--- config.mk ---
export PLATFORM = sky130hd
export DESIGN_NAME = iq_agc_with_squelch_core
export DESIGN_NICKNAME = d
export VERILOG_FILES = /design/src/hdl/iqagc_pkg.sv /design/src/hdl/iqagc_regs.sv /design/src/hdl/iqagc_ctrl.sv /design/src/hdl/iqagc_dp.sv /design/src/hdl/iq_agc_with_squelch_core.sv
export SDC_FILE = /design/constraint.sdc
export NUM_CORES = 2
export LEC_CHECK = 0
export BUFFER_PORTS_ARGS = -buffer_cell sky130_fd_sc_hd__buf_2
export CORE_ASPECT_RATIO = 1.75
export CORE_UTILIZATION = 50
export CTS_CLUSTER_SIZE = 14
export DETAILED_ROUTE_END_ITERATION = 10
export PLACE_DENSITY = 0.76
export SLEW_MARGIN = 25
export SYNTH_ARGS = -nofsm -noshare
export SYNTH_HDL_FRONTEND = slang
export SYNTH_HIERARCHICAL = 1
export SYNTH_SLANG_ARGS = --single-unit
--- constraint.sdc ---
create_clock -name clk -period 19.3 [get_ports clk]
set_input_delay 2.895 -clock clk [delete_from_list [all_inputs] [get_ports clk]]
set_output_delay 2.895 -clock clk [all_outputs]
set_load 0.02 [all_outputs]
--- src/hdl/iqagc_pkg.sv ---
// Shared types and constants for the IQ AGC with squelch.
// Used by the register bank, the controller, the datapath and the top level.
// No dependencies.
package iqagc_pkg;

  localparam int LEVEL_W   = 34;  // unsigned Q18.16 level
  localparam int COEF_W    = 24;  // unsigned Q0.24 smoothing weight
  localparam int SCALE_W   = 18;
  localparam int GAIN_W    = 10;
  localparam int SAMPLE_W  = 16;  // signed Q1.15
  localparam int OUT_W     = 32;  // signed Q15.16
  localparam int CFG_IDX_W = 3;
  localparam int CFG_W     = LEVEL_W;
  localparam int HALF_W    = 17;  // half of the level difference, one multiplier pass each
  localparam int PROD_W    = HALF_W + COEF_W;
  localparam int NUM_W     = SAMPLE_W + GAIN_W;
  localparam int QUO_W     = 32;
  localparam int CNT_W     = $clog2(QUO_W);

  localparam logic [CFG_IDX_W-1:0] REG_ATTACK_COEF   = 3'd0;
  localparam logic [CFG_IDX_W-1:0] REG_DECAY_COEF    = 3'd1;
  localparam logic [CFG_IDX_W-1:0] REG_SQUELCH_LEVEL = 3'd2;
  localparam logic [CFG_IDX_W-1:0] REG_LEVEL_SCALE   = 3'd3;
  localparam logic [CFG_IDX_W-1:0] REG_OUTPUT_GAIN   = 3'd4;

  localparam logic [COEF_W-1:0]  ATTACK_RESET  = 24'd167772;
  localparam logic [COEF_W-1:0]  DECAY_RESET   = 24'd1678;
  localparam logic [LEVEL_W-1:0] SQUELCH_RESET = 34'd0;
  localparam logic [SCALE_W-1:0] SCALE_RESET   = 18'd100000;
  localparam logic [GAIN_W-1:0]  GAIN_RESET    = 10'd100;
  localparam logic [LEVEL_W-1:0] LEVEL_RESET   = 34'd655360;

  localparam logic [OUT_W-1:0] OUT_POS_SAT = 32'h7FFF_FFFF;
  localparam logic [OUT_W-1:0] OUT_NEG_SAT = 32'h8000_0000;

  typedef enum logic [3:0] {
    ST_IDLE,
    ST_TARGET,
    ST_DIFF,
    ST_MUL_LO,
    ST_MUL_HI,
    ST_DELTA,
    ST_LEVEL,
    ST_NUMER,
    ST_DIV_INIT,
    ST_DIV,
    ST_DONE
  } state_t;

  typedef struct packed {
    logic load;
    logic target;
    logic diff;
    logic mul_lo;
    logic mul_hi;
    logic delta;
    logic level_upd;
    logic numer;
    logic div_init;
    logic div_step;
    logic out_load;
  } cmd_t;

  typedef struct packed {
    logic [COEF_W-1:0]  attack_coef;
    logic [COEF_W-1:0]  decay_coef;
    logic [LEVEL_W-1:0] squelch_level;
    logic [SCALE_W-1:0] level_scale;
    logic [GAIN_W-1:0]  output_gain;
  } cfg_t;

endpackage

--- src/hdl/iqagc_regs.sv ---
// Configuration register bank for the IQ AGC with squelch.
// Depends on iqagc_pkg.
module iqagc_regs import iqagc_pkg::*; (
  input  logic                 clk,
  input  logic                 rst,
  input  logic                 cfg_we,
  input  logic [CFG_IDX_W-1:0] cfg_index,
  input  logic [CFG_W-1:0]     cfg_data,
  output cfg_t                 cfg
);

  always_ff @(posedge clk) begin
    if (rst) begin
      cfg.attack_coef   <= ATTACK_RESET;
      cfg.decay_coef    <= DECAY_RESET;
      cfg.squelch_level <= SQUELCH_RESET;
      cfg.level_scale   <= SCALE_RESET;
      cfg.output_gain   <= GAIN_RESET;
    end else if (cfg_we) begin
      case (cfg_index)
        REG_ATTACK_COEF:   cfg.attack_coef   <= cfg_data[COEF_W-1:0];
        REG_DECAY_COEF:    cfg.decay_coef    <= cfg_data[COEF_W-1:0];
        REG_SQUELCH_LEVEL: cfg.squelch_level <= cfg_data[LEVEL_W-1:0];
        REG_LEVEL_SCALE:   cfg.level_scale   <= cfg_data[SCALE_W-1:0];
        REG_OUTPUT_GAIN:   cfg.output_gain   <= cfg_data[GAIN_W-1:0];
        default: ;
      endcase
    end
  end

endmodule

--- src/hdl/iqagc_ctrl.sv ---
// Sequencing state machine for the IQ AGC with squelch.
// Depends on iqagc_pkg; drives the datapath through cmd_t.
module iqagc_ctrl import iqagc_pkg::*; (
  input  logic clk,
  input  logic rst,
  input  logic in_valid,
  output logic in_stall,
  output logic out_valid,
  input  logic out_stall,
  output cmd_t cmd
);

  state_t           state, state_next;
  logic [CNT_W-1:0] cnt, cnt_next;
  logic             out_valid_next;
  logic             out_free;

  assign out_free = !out_valid || !out_stall;

  always_ff @(posedge clk) begin
    if (rst) begin
      state     <= ST_IDLE;
      cnt       <= '0;
      out_valid <= 1'b0;
    end else begin
      state     <= state_next;
      cnt       <= cnt_next;
      out_valid <= out_valid_next;
    end
  end

  always_comb begin
    state_next = state;
    case (state)
      ST_IDLE:     if (in_valid) state_next = ST_TARGET;
      ST_TARGET:   state_next = ST_DIFF;
      ST_DIFF:     state_next = ST_MUL_LO;
      ST_MUL_LO:   state_next = ST_MUL_HI;
      ST_MUL_HI:   state_next = ST_DELTA;
      ST_DELTA:    state_next = ST_LEVEL;
      ST_LEVEL:    state_next = ST_NUMER;
      ST_NUMER:    state_next = ST_DIV_INIT;
      ST_DIV_INIT: state_next = ST_DIV;
      ST_DIV:      if (cnt == CNT_W'(QUO_W - 1)) state_next = ST_DONE;
      ST_DONE:     if (out_free) state_next = ST_IDLE;
      default:     state_next = ST_IDLE;
    endcase
  end

  always_comb begin
    cmd            = '0;
    in_stall       = 1'b1;
    cnt_next       = cnt;
    case (state)
      ST_IDLE: begin
        in_stall = 1'b0;
        cmd.load = in_valid;
      end
      ST_TARGET:   cmd.target    = 1'b1;
      ST_DIFF:     cmd.diff      = 1'b1;
      ST_MUL_LO:   cmd.mul_lo    = 1'b1;
      ST_MUL_HI:   cmd.mul_hi    = 1'b1;
      ST_DELTA:    cmd.delta     = 1'b1;
      ST_LEVEL:    cmd.level_upd = 1'b1;
      ST_NUMER:    cmd.numer     = 1'b1;
      ST_DIV_INIT: begin
        cmd.div_init = 1'b1;
        cnt_next     = '0;
      end
      ST_DIV: begin
        cmd.div_step = 1'b1;
        cnt_next     = cnt + 1'b1;
      end
      ST_DONE:     cmd.out_load  = out_free;
      default: ;
    endcase
  end

  always_comb begin
    if (cmd.out_load) begin
      out_valid_next = 1'b1;
    end else if (out_valid && !out_stall) begin
      out_valid_next = 1'b0;
    end else begin
      out_valid_next = out_valid;
    end
  end

endmodule

--- src/hdl/iqagc_dp.sv ---
// Datapath of the IQ AGC with squelch: level tracking, gain numerators,
// two bit-serial dividers and the output register. Depends on iqagc_pkg.
module iqagc_dp import iqagc_pkg::*; (
  input  logic                       clk,
  input  logic                       rst,
  input  cmd_t                       cmd,
  input  cfg_t                       cfg,
  input  logic signed [SAMPLE_W-1:0] sample_i,
  input  logic signed [SAMPLE_W-1:0] sample_q,
  output logic signed [OUT_W-1:0]    out_i,
  output logic signed [OUT_W-1:0]    out_q,
  output logic [LEVEL_W-1:0]         current_level,
  output logic                       squelched
);

  logic [SAMPLE_W-1:0]  si, sq;
  logic [SAMPLE_W-1:0]  mag_i, mag_q;
  logic [LEVEL_W-1:0]   level;
  logic [LEVEL_W-1:0]   target;
  logic [COEF_W-1:0]    coef;
  logic [LEVEL_W-1:0]   diff;
  logic                 up;
  logic [PROD_W-1:0]    p_lo, p_hi;
  logic [LEVEL_W-1:0]   delta;
  logic [NUM_W-1:0]     num_i, num_q;
  logic [LEVEL_W-1:0]   rem_i, rem_q;
  logic [QUO_W-1:0]     dq_i, dq_q;
  logic                 ovf_i, ovf_q;
  logic                 pass;

  logic [LEVEL_W:0]     target_full;
  logic                 attack;
  logic [HALF_W-1:0]    mul_a;
  logic [PROD_W-1:0]    mul_p;
  logic [PROD_W+HALF_W:0] delta_sum;
  logic [LEVEL_W+QUO_W-1:0] step_i, step_q;
  logic [LEVEL_W-1:0]   top_i, top_q;

  function automatic logic [SAMPLE_W-1:0] abs16(input logic [SAMPLE_W-1:0] x);
    abs16 = x[SAMPLE_W-1] ? (~x + 1'b1) : x;
  endfunction

  // One restoring division step: shift in the next dividend bit, subtract if it fits,
  // shift the quotient bit into the vacated low end of the dividend register.
  function automatic logic [LEVEL_W+QUO_W-1:0] div_bit(input logic [LEVEL_W-1:0] rem,
                                                        input logic [QUO_W-1:0]   dq,
                                                        input logic [LEVEL_W-1:0] lvl);
    logic [LEVEL_W:0] t;
    logic [LEVEL_W:0] s;
    t = {rem, dq[QUO_W-1]};
    s = t - {1'b0, lvl};
    if (t >= {1'b0, lvl}) begin
      div_bit = {s[LEVEL_W-1:0], dq[QUO_W-2:0], 1'b1};
    end else begin
      div_bit = {t[LEVEL_W-1:0], dq[QUO_W-2:0], 1'b0};
    end
  endfunction

  function automatic logic [OUT_W-1:0] fmt(input logic neg, input logic zero_mag,
                                            input logic ovf, input logic [QUO_W-1:0] q);
    if (zero_mag) begin
      fmt = '0;
    end else if (neg) begin
      fmt = (ovf || q > OUT_NEG_SAT) ? OUT_NEG_SAT : (~q + 1'b1);
    end else begin
      fmt = (ovf || q[QUO_W-1]) ? OUT_POS_SAT : q;
    end
  endfunction

  assign mag_i = abs16(si);
  assign mag_q = abs16(sq);

  assign target_full = {LEVEL_W'(mag_i) * LEVEL_W'(cfg.level_scale), 1'b0};
  // A negative I sample never counts as exceeding the level.
  assign attack = !si[SAMPLE_W-1] && ({{(LEVEL_W-SAMPLE_W-1){1'b0}}, si, 1'b0} > level);

  // One shared multiplier, low half of the difference first.
  assign mul_a = cmd.mul_hi ? diff[LEVEL_W-1:HALF_W] : diff[HALF_W-1:0];
  assign mul_p = PROD_W'(mul_a) * PROD_W'(coef);

  assign delta_sum = {p_hi, {HALF_W{1'b0}}} + {{(HALF_W+1){1'b0}}, p_lo};

  // Dividend is num << 17; its bits above 2^32 form the starting remainder.
  assign top_i = {{(LEVEL_W-(NUM_W-15)){1'b0}}, num_i[NUM_W-1:15]};
  assign top_q = {{(LEVEL_W-(NUM_W-15)){1'b0}}, num_q[NUM_W-1:15]};

  assign step_i = div_bit(rem_i, dq_i, level);
  assign step_q = div_bit(rem_q, dq_q, level);

  always_ff @(posedge clk) begin
    if (rst) begin
      level <= LEVEL_RESET;
    end else if (cmd.level_upd) begin
      level <= up ? (level + delta) : (level - delta);
    end
  end

  always_ff @(posedge clk) begin
    if (cmd.load) begin
      si <= sample_i;
      sq <= sample_q;
    end
    if (cmd.target) begin
      target <= target_full[LEVEL_W-1:0];
      coef   <= attack ? cfg.attack_coef : cfg.decay_coef;
    end
    if (cmd.diff) begin
      up   <= target >= level;
      diff <= (target >= level) ? (target - level) : (level - target);
    end
    if (cmd.mul_lo) p_lo <= mul_p;
    if (cmd.mul_hi) p_hi <= mul_p;
    if (cmd.delta)  delta <= delta_sum[PROD_W+HALF_W-1:COEF_W];
    if (cmd.numer) begin
      num_i <= NUM_W'(mag_i) * NUM_W'(cfg.output_gain);
      num_q <= NUM_W'(mag_q) * NUM_W'(cfg.output_gain);
    end
    if (cmd.div_init) begin
      rem_i <= top_i;
      rem_q <= top_q;
      dq_i  <= {num_i[14:0], {(QUO_W-15){1'b0}}};
      dq_q  <= {num_q[14:0], {(QUO_W-15){1'b0}}};
      // Quotient of 2^32 or more, or a zero level, saturates.
      ovf_i <= top_i >= level;
      ovf_q <= top_q >= level;
      pass  <= level >= cfg.squelch_level;
    end else if (cmd.div_step) begin
      {rem_i, dq_i} <= step_i;
      {rem_q, dq_q} <= step_q;
    end
    if (cmd.out_load) begin
      out_i         <= pass ? fmt(si[SAMPLE_W-1], mag_i == '0, ovf_i, dq_i) : '0;
      out_q         <= pass ? fmt(sq[SAMPLE_W-1], mag_q == '0, ovf_q, dq_q) : '0;
      current_level <= level;
      squelched     <= !pass;
    end
  end

endmodule

--- src/hdl/iq_agc_with_squelch_core.sv ---
// IQ automatic gain control with squelch: top level.
// Depends on iqagc_pkg, iqagc_regs, iqagc_ctrl and iqagc_dp.
//
// Each transaction on the input takes one complex sample. After the accepting edge the controller steps
// through the level update (one shared 17x24 multiplier used twice) and the gain numerators, loads
// the dividers, runs the two bit-serial dividers that scale I and Q by gain/level, one quotient bit
// per cycle each, and loads the output register, which raises out_valid; it then returns to idle,
// where the next sample is accepted, so a new sample is taken only once the last result is loaded.
// The result sits in an output register, so the next sample is accepted while a finished result
// still waits on out_stall; a later result that finds the register still full waits in its last step.
// Configuration registers take effect for the next sample; they are to be written only while no
// sample is in flight, which the block itself does not enforce.
module iq_agc_with_squelch_core import iqagc_pkg::*; (
  input  logic                       clk,
  input  logic                       rst,
  input  logic                       cfg_we,
  input  logic [CFG_IDX_W-1:0]       cfg_index,
  input  logic [CFG_W-1:0]           cfg_data,
  input  logic                       in_valid,
  output logic                       in_stall,
  input  logic signed [SAMPLE_W-1:0] sample_i,
  input  logic signed [SAMPLE_W-1:0] sample_q,
  output logic                       out_valid,
  input  logic                       out_stall,
  output logic signed [OUT_W-1:0]    out_i,
  output logic signed [OUT_W-1:0]    out_q,
  output logic [LEVEL_W-1:0]         current_level,
  output logic                       squelched
);

  cfg_t cfg;
  cmd_t cmd;

  iqagc_regs u_regs (
    .clk       (clk),
    .rst       (rst),
    .cfg_we    (cfg_we),
    .cfg_index (cfg_index),
    .cfg_data  (cfg_data),
    .cfg       (cfg)
  );

  iqagc_ctrl u_ctrl (
    .clk       (clk),
    .rst       (rst),
    .in_valid  (in_valid),
    .in_stall  (in_stall),
    .out_valid (out_valid),
    .out_stall (out_stall),
    .cmd       (cmd)
  );

  iqagc_dp u_dp (
    .clk           (clk),
    .rst           (rst),
    .cmd           (cmd),
    .cfg           (cfg),
    .sample_i      (sample_i),
    .sample_q      (sample_q),
    .out_i         (out_i),
    .out_q         (out_q),
    .current_level (current_level),
    .squelched     (squelched)
  );

  // Only one sample is in flight at a time.
  a_one_in_flight: assert property (@(posedge clk) disable iff (rst)
    (in_valid && !in_stall) |=> in_stall)
    else $error("input accepted while a sample was in flight");

  a_squelch_zero: assert property (@(posedge clk) disable iff (rst)
    (out_valid && squelched) |-> (out_i == '0 && out_q == '0))
    else $error("squelched result carries nonzero samples");

  a_no_squelch_at_zero: assert property (@(posedge clk) disable iff (rst)
    (out_valid && cfg.squelch_level == '0) |-> !squelched)
    else $error("squelch flagged with a zero threshold");

endmodule

==> key figures <==
Run status
  • Run status: complete, no violations

Global route
  • Tot GR Track Use: 28.2%
  • First-pass GRT wire length: 312 mm
  • Initial antenna violation count: 9
  • Gr ovfl total: 0
  • Largest net degree at the start of global routing: 130
  • Number of global-route vias before repair: 57,740

CTS
  • H-tree depth: 3
  • TritonCTS clock tree: done
  • CTS Hold Bufs: 0
  • Clk sink count: 663
  • Root Driver: clkbuf_16
  • Clock Latency Late Sink: 0.66 ns
  • Post-CTS sizing: 0
  • Reg clk slew, reported paths: 0.06 ns
  • Number of CTS-inserted buffers: 69
  • CTS Buffer Depth: 3
  • Post-CTS Setup Bufs: 0

STA
  • Fin crit share: 45.2%
  • Least-Margin Pin Slew: 1.10 ns
  • RSZ-0062 raised after global routing: false
  • Final setup viols: 0
  • Slew Limit Fails: 0
  • Fin. Hold Viols: 0
  • Max Fclk: 115 MHz
  • Fin Setup TNS: 0 ns
  • Worst setup margin: 10.58 ns
  • Clock skew: 0.0354 ns
  • Minimum clock period: 8.72 ns
  • Relative slew slack: 26.5%

Floorplanning
  • Initial Util: 50.3%
  • Core Area: 140,000 µm²
  • Num rows: 182
  • Die height: 499 µm
  • Chip Width: 286 µm
  • Die area: 143,000 µm²
  • Io pins: 175

Layout
  • Fill cells: 12,533
  • Share of layout cells above drive strength 1: 7.10%
  • Final #Nets: 8,980
  • Commonest cells after routing, fill and taps aside: inv_1 (1,037), nand2_1 (853), fa_1 (775), ha_1 (607), edfxtp_1 (429)
  • Area growth syn-to-layout: 7.15%
  • Commonest non-fill, non-tap cell in the layout: inv_1
  • Final Instance Count excl. Fillers: 9,424
  • Cell area after layout: 75,600 µm²

Logic synthesis
  • Area share of the largest cell type after synthesis: 22.0%
  • Post-Syn Area: 70,500 µm²
  • Largest cells by area after synthesis: fa_1 (22%), edfxtp_1 (18%), ha_1 (11%)
  • Async set-reset flop share out of synthesis: 0%
  • Post-Synth XOR/XNOR Area: 3.90%
  • Synth Area in Adders: 32.8%
  • Area leader, netlist: fa_1
  • Ys Warns: 6
  • Count of cell types in the netlist: 109
  • Post-Synthesis Cells: 7,533
  • Sequential fraction of the synthesis area: 24.9%
  • Syn_area_per_cell: 9.36 µm²
  • Mux cell area share after synthesis: 3.87%
  • Ys flop type: edfxtp_1
  • Synth Register Bits: 663
  • Largest family of logic cells by synthesized area: adder cells
  • Post-Synth Simple-Gate Area: 16.0%
  • Synthesized Nets: 8,989
  • Number of flops mapped to enable cells by yosys: 429
  • Synth Area in Compound Gates: 10.9%

Worst setup path
  • WP data arrival: 9.12 ns
  • Delay of the slowest critical-path stage: 0.69 ns
  • CP Launch Type: flop
  • CP Class: reg -> reg
  • Critical path endpoint category: flop
  • Data required, critical path: 19.69 ns
  • Slowest cell on crit path: a2111oi_0
  • CP dominant cell by count: fa_1
  • CP Max Fanout: 58

Route
  • Post-Route WL: 200 mm
  • Post-route ant nets: 0
  • Met2 wire length: 99.6 mm
  • DR pass1 iterations: 6
  • Vias: 54,999
  • WL/cell: 21.2 µm
  • DRC Markers: 0
  • Top layer in use: met5
  • Met1 wire length: 74.1 mm
  • Avg Vias per Cell: 5.84
  • Iteration-0 DRC Markers: 4,000
  • Met3 routed WL: 13.7 mm

Flow run
  • Max-cap violations: 0

Hold path
  • HP Class: reg -> reg

Placement
  • Worst slack, placed: 10.67 ns
  • Detail Placement HPWL: 154 mm
  • Post-Place Cells: 9,293
  • RePlAce Congestion: 0.964
  • Buffers on Ports: 174
  • Dpl cell area: 73,300 µm²
[cell usage after synthesis, types with 9 or more instances]
library cell and number:
a211o_1 11, a211oi_1 79, a21boi_0 9, a21o_1 156, a21oi_1 362, a22o_1 28, a311oi_1 15, a31oi_1 44
and2_1 345, and3_1 33, and4_1 11, buf_1 29, buf_2 29, buf_4 9, clkbuf_1 286, dfxtp_1 234
edfxtp_1 429, fa_1 775, ha_1 607, inv_1 1039, mux2_2 60, mux2i_1 205, nand2_1 853, nand2b_1 179
nand3_1 71, nand4_1 51, nor2_1 424, nor2b_1 99, nor3_1 110, nor3b_1 14, nor4_1 33, o211ai_1 31
o21a_1 52, o21ai_0 218, o21bai_1 44, o22a_1 11, o22ai_1 9, o31ai_1 24, o41ai_1 9, or2_2 10
or3_1 26, or4_1 14, xnor2_1 210, xor2_1 104
[final timing paths]
path / slack [ns] / to / cells past startpoint / start
min reg2reg: 0.47 / u_ctrl/cnt[4]$_SDFFE_PP0P_ / 2 / u_ctrl/cnt[4]$_SDFFE_PP0P_
max reg2reg: 10.58 / u_dp/p_lo[37]$_DFFE_PP_ / 26 / u_ctrl/state[0]$_SDFFE_PP0P_
max: 10.58 / u_dp/p_lo[37]$_DFFE_PP_ / 26 / u_ctrl/state[0]$_SDFFE_PP0P_
min: 0.47 / u_ctrl/cnt[4]$_SDFFE_PP0P_ / 2 / u_ctrl/cnt[4]$_SDFFE_PP0P_
[through the flow]
stage	hold WS [ns]	util, %
floorplan	0.436	-
global placement	0.443	52.2
detailed placement	0.462	52.2
CTS	0.470	53.9
global route	0.487	53.9
finish	0.471	53.9
[per-layer routing]
| layer | GRT usage, % | up-vias |
|---|---|---|
| met5 | 0 | - |
| met4 | 16.5 | 6 |
| met3 | 3.67 | 643 |
| met2 | 49.4 | 2240 |
| met1 | 32.8 | 27264 |
| li1 | - | 24846 |
[area by class of cell]
| cell class | count | area [µm²] | area share [%] |
|---|---|---|---|
| tap | 1840 | 2300 | 3.05 |
| sequential | 663 | 17600 | 23.2 |
| clock buffer | 87 | 1890 | 2.50 |
| clock inverter | 41 | 395 | 0.523 |
| timing repair buffer | 278 | 1670 | 2.21 |
| antenna | 3 | 7.51 | 0.00993 |
| multi-input combinational | 5470 | 47800 | 63.3 |
| inverter | 1042 | 3920 | 5.18 |
[registers in the layout (all words and copies together) (netlist names), 4 cells and up]
signal,cells
u_dp/rem_q,34
u_dp/dq_i,32
u_dp/diff,34
u_dp/dq_q,32
u_dp/level,34
u_regs/cfg,110
u_dp/out_q,32
u_dp/num_q,26
u_dp/sq,16
u_dp/delta,34
u_ctrl/cnt,5
u_dp/p_hi,41
u_dp/target,33
u_dp/p_lo,24
u_dp/current_level,34
u_dp/num_i,26
u_ctrl/state,4
u_dp/rem_i,34
u_dp/si,16
u_dp/coef,24
u_dp/out_i,32
[cell families after synthesis]
group / count (synthesis)
AO/OA/AOI/OAI: 1193
flip-flops: 663
AND/OR/NAND/NOR: 2316
adder cells (fa/ha/maj): 1382
multiplexers: 265
buffers and inverters: 1400
XOR/XNOR: 314
[critical path, delay by kind of cell, from the launching register on]
family | cells | cell delay, ns
xor gates and xnor gates | 1 | 0.09
AOI/OAI and AO/OA | 8 | 1.91
adders and majority gates | 7 | 3.45
muxes | 1 | 0.68
and+or+nand+nor | 5 | 0.91
DFF | 1 | 0.53
buffers and inverters | 4 | 0.84
Power is not shown: default switching activity piles up to over one toggle a cycle in this logic, so the estimate is an artifact.
